`src/rtl/gdd_pkg.sv`:
```
// Shared widths, constants, types and calendar tables for the day difference block.
package gdd_pkg;

  localparam int YEAR_W  = 14;
  localparam int MONTH_W = 4;
  localparam int DAY_W   = 5;
  localparam int COUNT_W = 22;
  // Day numbers reach about 6.1 million for the largest 14-bit year
  localparam int NUM_W   = 23;
  // Days before the month plus the day plus the leap day: at most 366
  localparam int DBD_W   = 9;
  // Quarter of the offset year minus one, at most 4195
  localparam int Q4_W    = YEAR_W - 1;
  // Quotients by 25 of values below 4681 stay below 256
  localparam int Q100_W  = 8;

  // Reciprocal of 25 scaled by 2^16, exact for dividends below 4681
  localparam int RECIP_W  = 12;
  localparam int RECIP_SH = 16;
  localparam logic [RECIP_W-1:0] RECIP_25 = 12'd2622;
  localparam int PROD_W   = Q4_W + RECIP_W;

  localparam int YEAR_OFFSET    = 400;
  localparam int DAYS_PER_YEAR  = 365;
  localparam int LEAP_FEB_LEN   = 29;

  localparam logic [MONTH_W-1:0] MONTH_JAN = 4'd1;
  localparam logic [MONTH_W-1:0] MONTH_FEB = 4'd2;
  localparam logic [MONTH_W-1:0] MONTH_DEC = 4'd12;

  localparam logic [COUNT_W-1:0] COUNT_MAX = {COUNT_W{1'b1}};

  // Per-date result handed from a date unit to the top level
  typedef struct packed {
    logic             ok;
    logic [NUM_W-1:0] num;
  } date_info_t;

  // Length of a month in a common year; zero for codes that are not months
  function automatic logic [DAY_W-1:0] month_len(input logic [MONTH_W-1:0] m);
    logic [DAY_W-1:0] len;
    case (m)
      4'd1, 4'd3, 4'd5, 4'd7, 4'd8, 4'd10, 4'd12: len = 5'd31;
      4'd4, 4'd6, 4'd9, 4'd11:                    len = 5'd30;
      4'd2:                                        len = 5'd28;
      default:                                     len = 5'd0;
    endcase
    return len;
  endfunction

  // Days in a common year ahead of the first of the month
  function automatic logic [DBD_W-1:0] days_before(input logic [MONTH_W-1:0] m);
    logic [DBD_W-1:0] n;
    case (m)
      4'd1:    n = 9'd0;
      4'd2:    n = 9'd31;
      4'd3:    n = 9'd59;
      4'd4:    n = 9'd90;
      4'd5:    n = 9'd120;
      4'd6:    n = 9'd151;
      4'd7:    n = 9'd181;
      4'd8:    n = 9'd212;
      4'd9:    n = 9'd243;
      4'd10:   n = 9'd273;
      4'd11:   n = 9'd304;
      4'd12:   n = 9'd334;
      default: n = 9'd0;
    endcase
    return n;
  endfunction

endpackage

```
`src/rtl/gdd_date_num.sv`:
```
// Three-stage date unit: legality check and closed-form day number of one date.
module gdd_date_num import gdd_pkg::*; (
  input  logic               clk,
  input  logic [YEAR_W-1:0]  year,
  input  logic [MONTH_W-1:0] month,
  input  logic [DAY_W-1:0]   day,
  output date_info_t         info
);

  // Stage A: offset year, quarter terms and reciprocal products
  logic [YEAR_W:0]       p;
  logic [Q4_W-1:0]       q4;
  logic [YEAR_W-3:0]     yq;
  logic [PROD_W-1:0]     prod_p_nxt;
  logic [PROD_W-1:0]     prod_y_nxt;

  assign p          = {1'b0, year} + (YEAR_W + 1)'(YEAR_OFFSET - 1);
  assign q4         = p[YEAR_W:2];
  assign yq         = year[YEAR_W-1:2];
  assign prod_p_nxt = PROD_W'(q4) * PROD_W'(RECIP_25);
  assign prod_y_nxt = PROD_W'(yq) * PROD_W'(RECIP_25);

  logic [YEAR_W-1:0]  year_a_r;
  logic [MONTH_W-1:0] month_a_r;
  logic [DAY_W-1:0]   day_a_r;
  logic [Q4_W-1:0]    q4_a_r;
  logic [PROD_W-1:0]  prod_p_a_r;
  logic [PROD_W-1:0]  prod_y_a_r;

  always_ff @(posedge clk) begin
    year_a_r   <= year;
    month_a_r  <= month;
    day_a_r    <= day;
    q4_a_r     <= q4;
    prod_p_a_r <= prod_p_nxt;
    prod_y_a_r <= prod_y_nxt;
  end

  // Stage B: leap rule, legality, year base and in-year offset
  logic [Q100_W-1:0]   q100;
  logic [Q100_W-1:0]   q25y;
  logic [YEAR_W-3:0]   r25;
  logic                leap;
  logic [DAY_W-1:0]    len;
  logic                ok_nxt;
  logic [NUM_W-1:0]    base_nxt;
  logic [DBD_W-1:0]    dbd_nxt;

  assign q100 = prod_p_a_r[RECIP_SH +: Q100_W];
  assign q25y = prod_y_a_r[RECIP_SH +: Q100_W];
  // Remainder of year/4 by 25: for a multiple of four, zero means the year divides by 100
  assign r25  = year_a_r[YEAR_W-1:2] - ((YEAR_W - 2)'(q25y) * (YEAR_W - 2)'(25));
  assign leap = (year_a_r[1:0] == 2'b00) && ((r25 != '0) || (year_a_r[3:2] == 2'b00));

  always_comb begin
    len = month_len(month_a_r);
    if ((month_a_r == MONTH_FEB) && leap) begin
      len = DAY_W'(LEAP_FEB_LEN);
    end
    ok_nxt = (month_a_r inside {[MONTH_JAN:MONTH_DEC]}) && (day_a_r != '0) &&
             (day_a_r <= len);
  end

  assign base_nxt = NUM_W'(DAYS_PER_YEAR) * (NUM_W'(year_a_r) + NUM_W'(YEAR_OFFSET)) +
                    NUM_W'(q4_a_r);
  assign dbd_nxt  = days_before(month_a_r) + DBD_W'(day_a_r) +
                    DBD_W'(leap && (month_a_r > MONTH_FEB));

  logic               ok_b_r;
  logic [NUM_W-1:0]   base_b_r;
  logic [Q100_W-1:0]  q100_b_r;
  logic [DBD_W-1:0]   dbd_b_r;

  always_ff @(posedge clk) begin
    ok_b_r   <= ok_nxt;
    base_b_r <= base_nxt;
    q100_b_r <= q100;
    dbd_b_r  <= dbd_nxt;
  end

  // Stage C: fold in the century corrections
  date_info_t info_nxt;
  date_info_t info_r;

  assign info_nxt.ok  = ok_b_r;
  assign info_nxt.num = base_b_r - NUM_W'(q100_b_r) + NUM_W'(q100_b_r >> 2) +
                        NUM_W'(dbd_b_r);

  always_ff @(posedge clk) begin
    info_r <= info_nxt;
  end

  assign info = info_r;

endmodule

```
`src/rtl/gregorian_day_difference_top.sv`:
```
// Top level of the Gregorian day difference pipeline.
// Usage:
//   Drive a start date and an end date on the in_ ports and raise start. A
//   beat is taken at every rising edge with start high and busy low; busy
//   stays low, so a new date pair can enter every cycle.
//   Each beat yields one result beat: out_strobe is high for exactly one cycle
//   with out_day_count (days from start to end) and out_dates_valid. When
//   either date is illegal or start lies after end, the flag is low and the
//   count is zero. Counts beyond 22 bits saturate at all ones.
// Pipeline and throughput:
//   The result beat passes four register stages: offset and reciprocal
//   multiply, leap rule and year base, century correction, compare and
//   subtract. One beat per cycle
//   sustained.
// Reset:
//   rst_n low at a rising edge clears every valid bit; beats in flight are
//   dropped and no strobe follows them.
// Receiver:
//   The receiver cannot stall; results are shown for one cycle and must be
//   taken then.
module gregorian_day_difference_top import gdd_pkg::*; (
  input  logic               clk,
  input  logic               rst_n,
  input  logic               start,
  output logic               busy,
  input  logic [YEAR_W-1:0]  in_start_year,
  input  logic [MONTH_W-1:0] in_start_month,
  input  logic [DAY_W-1:0]   in_start_day,
  input  logic [YEAR_W-1:0]  in_end_year,
  input  logic [MONTH_W-1:0] in_end_month,
  input  logic [DAY_W-1:0]   in_end_day,
  output logic               out_strobe,
  output logic [COUNT_W-1:0] out_day_count,
  output logic               out_dates_valid
);

  // Never hold off a beat: every stage advances each cycle
  assign busy = 1'b0;

  // Date units for the two ends of the span
  date_info_t s_info;
  date_info_t e_info;

  gdd_date_num u_start_date (
    .clk   (clk),
    .year  (in_start_year),
    .month (in_start_month),
    .day   (in_start_day),
    .info  (s_info)
  );

  gdd_date_num u_end_date (
    .clk   (clk),
    .year  (in_end_year),
    .month (in_end_month),
    .day   (in_end_day),
    .info  (e_info)
  );

  // Carry valid bits alongside the date unit stages
  logic v_a_r, v_b_r, v_c_r;
  logic out_strobe_r;

  always_ff @(posedge clk) begin
    if (!rst_n) begin
      v_a_r        <= 1'b0;
      v_b_r        <= 1'b0;
      v_c_r        <= 1'b0;
      out_strobe_r <= 1'b0;
    end else begin
      v_a_r        <= start && !busy;
      v_b_r        <= v_a_r;
      v_c_r        <= v_b_r;
      out_strobe_r <= v_c_r;
    end
  end

  // Compare, subtract and saturate
  logic [NUM_W-1:0]   diff;
  logic               valid_nxt;
  logic [COUNT_W-1:0] count_nxt;

  assign diff      = e_info.num - s_info.num;
  assign valid_nxt = s_info.ok && e_info.ok && (s_info.num <= e_info.num);

  always_comb begin
    if (!valid_nxt) begin
      count_nxt = '0;
    end else if (diff > NUM_W'(COUNT_MAX)) begin
      count_nxt = COUNT_MAX;
    end else begin
      count_nxt = diff[COUNT_W-1:0];
    end
  end

  logic [COUNT_W-1:0] day_count_r;
  logic               dates_valid_r;

  always_ff @(posedge clk) begin
    day_count_r   <= count_nxt;
    dates_valid_r <= valid_nxt;
  end

  assign out_strobe      = out_strobe_r;
  assign out_day_count   = day_count_r;
  assign out_dates_valid = dates_valid_r;

endmodule

```
`config.mk`:
```
export PLATFORM = sky130hd
export DESIGN_NAME = gregorian_day_difference_top
export DESIGN_NICKNAME = d
export VERILOG_FILES = /design/src/rtl/gdd_pkg.sv /design/src/rtl/gdd_date_num.sv /design/src/rtl/gregorian_day_difference_top.sv
export SDC_FILE = /design/constraint.sdc
export NUM_CORES = 2
export LEC_CHECK = 0
export BUFFER_PORTS_ARGS = -buffer_cell sky130_fd_sc_hd__buf_2
export CAP_MARGIN = 20
export CORE_ASPECT_RATIO = 0.6
export CORE_MARGIN = 3
export CORE_UTILIZATION = 50
export CTS_BUF_LIST = sky130_fd_sc_hd__clkbuf_4 sky130_fd_sc_hd__clkbuf_8
export DETAILED_ROUTE_END_ITERATION = 10
export PLACE_DENSITY = 0.65
export SYNTH_ARGS = -nofsm -noshare
export SYNTH_HDL_FRONTEND = slang
export SYNTH_HIERARCHICAL = 1
export SYNTH_SLANG_ARGS = --single-unit
```
`constraint.sdc`:
```
create_clock -name clk -period 9.4 [get_ports clk]
set_input_delay 1.88 -clock clk [delete_from_list [all_inputs] [get_ports clk]]
set_output_delay 1.88 -clock clk [all_outputs]
set_load 0.005 [all_outputs]
```
# Word-level counts from Yosys, hierarchy flattened

Memories as Yosys holds them, arrays and structs flattened. A register that Yosys moved wholly into a read port is not among the register bits.
Cells that the tools add are included.

Order comparisons: 10
Equality and inequality tests: 2
Multiply operators: 8
Reductions and logical operators: 24
$add $sub $neg: 19
Mux-type cells: 3

Operator list:

| kind                                                               | count |
|---|---|
| adder 14 x 9 -> 15 bit (second input constant)                     | 4 |
| adder 23 x 13 -> 23 bit                                            | 2 |
| adder 23 x 6 -> 23 bit                                             | 2 |
| adder 23 x 9 -> 23 bit                                             | 2 |
| multiplier 12 x 11 -> 23 bit (second input constant)               | 2 |
| multiplier 13 x 11 -> 23 bit (second input constant)               | 2 |
| multiplier 9 x 23 -> 23 bit (first input constant)                 | 2 |
| subtractor 23 x 8 -> 23 bit                                        | 2 |
| multiplier 8 x 5 -> 12 bit (second input constant)                 | 2 |
| nonzero test 12 bit                                                | 2 |
| subtractor 12 bit                                                  | 2 |
| greater-than comparator 23 x 22 -> 1 bit (second input constant)   | 1 |
| <= comparator 23 bit                                               | 1 |
| subtractor 23 bit                                                  | 1 |
| two-way mux 22 bit                                                 | 1 |
| adder 9 x 1 -> 9 bit                                               | 2 |
| adder 9 x 5 -> 9 bit                                               | 2 |
| logical AND 1 bit                                                  | 14 |
| <= comparator 5 bit                                                | 2 |
| two-way mux 5 bit                                                  | 2 |
| nonzero test 5 bit                                                 | 2 |
| equality test 4 x 2 -> 1 bit (second input constant)               | 2 |
| greater-or-equal comparator 4 x 1 -> 1 bit (second input constant) | 2 |
| greater-than comparator 4 x 2 -> 1 bit (second input constant)     | 2 |
| other kinds (3)                                                    | 8 |

Output and inout port bits: 25
Memories kept: 4
Memory bits (read-only): 448
Input bits: 49
Logic and storage cells: 100
Register bits: 321

Memory list:

| memory          | words | width | read ports | clocked after Yosys merged registers in | write ports | line          | source |
|---|---|---|---|---|---|---|---|
| (no name shown) | 16    | 9     | 1          | 1                                       | 0           | gdd_pkg.sv:54 | `case (m)` |
| (no name shown) | 16    | 9     | 1          | 1                                       | 0           | gdd_pkg.sv:54 |  |
| (no name shown) | 16    | 5     | 1          | 1                                       | 0           | gdd_pkg.sv:42 | `case (m)` |
| (no name shown) | 16    | 5     | 1          | 1                                       | 0           | gdd_pkg.sv:42 |  |

# Depth between registers and ports, before layout

Depth after elaboration: 9
Mapped depth: 27
Gate-level depth less buffers: 27

# Modules after synthesis

The synthesis kept the hierarchy.

By module, submodules not included:

| module                       | area each (sq um) | times used | seq. area each (sq um) | cells an instance |
|---|---|---|---|---|
| gdd_date_num at u_start_date | 14864.3           | 1          | 2582.5                 | 1467 |
| gdd_date_num at u_end_date   | 14640.3           | 1          | 2582.5                 | 1453 |
| gregorian_day_difference_top | 2172.1            | 1          | 540.5                  | 280 |

# Worst setup path before layout

No wires, ideal clock.

Kind: input to register
Start: in in_end_year[0]
End: reg u_end_date.prod_p_a_r[23]
Path slack: 1824 ps
Setup time: 72 ps
Arrival: 7504 ps
Stages: 22
Data required time: 9328 ps
Path buffers: 0
Path through: or3_1 -> a21oi_1 -> nand2b_1 -> o21ai_0 -> and2_1 -> xnor2_1 -> fa_1 -> ha_1 -> inv_1 -> fa_1 -> inv_1 -> fa_1 -> inv_1 -> fa_1 -> inv_1 -> ha_1 -> and4_1 -> a2111o_1 -> a21oi_1 -> o2111ai_1 -> a21oi_1 -> xnor2_1

Word-level cells in the longest chain between the ends: 2

RTL lines:

| what                          | line                               | source |
|---|---|---|
| start, declared               | gregorian_day_difference_top.sv:29 | `input logic [YEAR_W-1:0] in_end_year,` |
| adder 14 x 9 -> 15 bit        | gdd_date_num.sv:17                 | `assign p = {1'b0, year} + (YEAR_W + 1)'(YEAR_OFFSET - 1);` |
| net u_end_date.p[11]          | gdd_date_num.sv:11                 | `logic [YEAR_W:0] p;` |
| multiplier 13 x 11 -> 23 bit  | gdd_date_num.sv:20                 | `assign prod_p_nxt = PROD_W'(q4) * PROD_W'(RECIP_25);` |
| net u_end_date.prod_p_nxt[23] | gdd_date_num.sv:14                 | `logic [PROD_W-1:0] prod_p_nxt;` |
| end signal, assigned          | gdd_date_num.sv:35                 | `prod_p_a_r <= prod_p_nxt;` |
| end, declared                 | gdd_date_num.sv:27                 | `logic [PROD_W-1:0] prod_p_a_r;` |

The timed path passes the listed nets, and every way through them passes these cells.
A chain may end at the register's enable or synchronous reset.

# Worst setup path after layout

Start: in in_end_year[3]
End: reg u_end_date.prod_p_a_r[23]

The elaborated chain is that of the path after synthesis.

==> metrics.md <==
| Metric | Value |
|---|---|
| Hold slack | 0.327 ns |
| Largest cells by area after synthesis | ha_1 28%, fa_1 22%, dfxtp_1 18% |
| Total routed wirelength | 68.6 mm |
| Average routed wire per standard cell | 16.4 um |
| First-pass GRT wire length | 115 mm |
| Max-cap violations | 0 |
| CTS tree | built |
| Largest net degree at the start of global routing | 24 |
| Vias | 21.9k |
| Final nets | 4410 |
| Initial Utilization | 51.3% |
| Pins Over Slew Limit | 0 |
| Die ar. | 66500 um2 |
| Largest fanout on the critical path | 7 |
| Synthesized instance count | 3200 |
| Final setup viols | 0 |
| Post-cts sizing count | 0 |
| Unrepaired setup endpoints after global routing | no |
| Syn-to-layout area delta | 7.84% |
| Number of flops mapped to enable cells by yosys | 0 |
| Slew HR | 25.8% |
| Synth Flop Type | dfxtp_1 |
| TritonCTS Sinks | 285 |
| Root buf cell | clkbuf_8 |
| Final min period | 7.75 ns |
| Skew-Pair Late Insertion Delay | 0.61 ns |
| Crit end category | register |
| Pre-antenna DRT Iters | 6 |
| Initial antenna violation count | 6 |
| Arr. time, crit path | 8.28 ns |
| Area leader, netlist | ha_1 |
| Top-area cell type share of the netlist area | 27.6% |
| Post-synth top cells | 699 x ha_1, 678 x inv_1, 347 x fa_1 |
| ANT nets after route | 0 |
| Max H-tree Level | 2 |
| DRC | 0 |
| Clk_skew | 0.0282 ns |
| Dpl cells | 4095 |
| Asr flop ratio synth | 0% |
| Tot GR Track Use | 21.4% |
| Routed vias/inst | 5.25 |
| Kind of critical path | in2reg |
| Die height | 201 um |
| Period utilisation layout | 82.4% |
| Num rows | 70 |
| Port-buffer cells | 72 |
| Die width | 331 um |
| FMAX | 129 MHz |
| Post-CTS Setup Inserts | 0 |
| Count leader, synth | ha_1 |
| Setup TNS | 0 ns |
| Count of different cell masters after synthesis | 94 |
| Most used routing layer | met1 |
| Warnings, synthesis | 6 |
| Critical Path RT | 9.93 ns |
| Post-Syn Nets | 4295 |
| FF+latch count, synth | 285 |
| Final hold vios | 0 |
| Mapped cell area | 31700 um2 |
| Met1 Usage GRT | 35.7% |
| Dpl ws | 0.888 ns |
| Seq/Total Area, Yosys | 18.0% |
| Post-Syn Area per Cell | 9.90 um2 |
| Hold Buf Count CTS | 0 |
| Total CTS buffers | 45 |
| Global route total overflow | 0 |
| Fill cells | 5444 |
| Longest Clk Path Bufs | 3 |
| Hold Path Class | reg2reg |
| Final HPWL DP | 58.6 mm |
| Vias in the first global route | 22.4k |
| Ports | 74 |
| Met2 Use GR | 28.1% |
| Core Footprint | 61700 um2 |
| Fin cells | 4179 |
| CTS clk-pin slew, worst paths | 0.06 ns |
| Final WS setup | 1.65 ns |
| Status | completed |
| CP startpoint kind | input pin |
| Ratio of cells with drive above 1 in the final layout | 6.51% |
| 1st-iter DRT viols | 1384 |
| Slew at the pin closest to its max-slew limit | 1.09 ns |
| GR Layer Usage met3 | 4.25% |
| Routability Congestion | 0.896 |
logic make-up after synthesis:
| kind of cell | after synthesis | share of synthesized area (%) |
|---|---|---|
| AND/OR/NAND/NOR | 493 | 7.89 |
| XOR/XNOR | 195 | 5.39 |
| flip-flops | 285 | 18.0 |
| other | 1 | 0.0118 |
| buffers and inverters | 696 | 8.35 |
| multiplexers | 22 | 0.758 |
| adder cells (fa/ha/maj) | 1046 | 49.5 |
| AO/OA/AOI/OAI | 462 | 10.0 |
final timing paths:
kind	start	endpoint	slack [ns]	cells past startpoint
worst min register to register	u_end_date/prod_p_a_r[22]$_DFF_P_	u_end_date/q100_b_r[6]$_DFF_P_	0.33	0
worst max-delay path	in_end_year[3]	u_end_date/prod_p_a_r[23]$_DFF_P_	1.65	26
worst min-delay path	u_end_date/prod_p_a_r[22]$_DFF_P_	u_end_date/q100_b_r[6]$_DFF_P_	0.33	0
worst max register to register	u_end_date/year_a_r[4]$_DFF_P_	u_end_date/base_b_r[22]$_DFF_P_	2.87	21
layout by cell type, fill, tap and decap left out, drive strengths merged, types with 19 or more instances in the layout:
cell	n
inv	681
xnor2	148
nor2	140
o21a	22
nand2b	24
nor3	35
nor2b	35
fa	347
a21o	62
a211oi	25
buf	86
o21ai	91
a21oi	127
and3	26
xor2	47
or3	19
nand2	94
and2	22
clkbuf	63
nand3	33
ha	699
dfxtp	285
stage by stage:
stage	util [%]	area, um2
after floorplan	-	31700
after global placement	53.6	33100
after detailed placement	53.6	33100
after CTS	55.3	34200
after global routing	55.3	34200
final	55.3	34200
worst max-delay path, stage by stage:
cell and delay, ns:
buf_2 0.16, inv_1 0.20, ha_1 0.18, o21ai_0 0.07, nand2_1 0.14, a31oi_1 0.14
o21bai_1 0.25, nand2_1 0.10, xnor2_1 0.38, inv_1 0.32, fa_1 0.56, ha_1 0.31
inv_1 0.05, fa_1 0.49, inv_1 0.06, fa_1 0.54, inv_1 0.06, fa_1 0.53
inv_1 0.04, ha_1 0.29, nor2b_1 0.15, a2111o_1 0.42, a21oi_1 0.35, o2111ai_1 0.24
a21oi_1 0.23, xnor2_1 0.13
final cells by class:
class | instances | area, um2 | share of cell area (%)
antenna | 1 | 2.50 | 0.00733
clock buffer | 63 | 830 | 2.43
clock inverter | 19 | 251 | 0.736
inverter | 678 | 2540 | 7.45
multi-input combinational | 2219 | 23300 | 68.3
sequential | 285 | 5710 | 16.7
tap | 828 | 1040 | 3.03
timing repair buffer | 86 | 465 | 1.36
state kept, by name, summed over array words and instances, names as in the netlist, 13 cells and up, named ones only:
name                   flops
u_start_date/q4_a_r       13
u_start_date/info         24
u_end_date/base_b_r       23
u_start_date/base_b_r     23
u_end_date/q4_a_r         13
u_end_date/info           24
u_start_date/year_a_r     14
out_day_count             22
u_end_date/year_a_r       14
routing by layer:
layer  wire length [um]  vias to the layer above  part of all wire [%]
li1                   -                    10800                     -
met1              37800                    10600                    55
met2              25300                      529                    37
met3               4760                       67                   6.9
met4                769                        0                   1.1
met5                  0                        -                     0
Power is left out: the tool's default activity adds up to more than one toggle a clock period on the data nets, which glitch-free logic cannot reach.
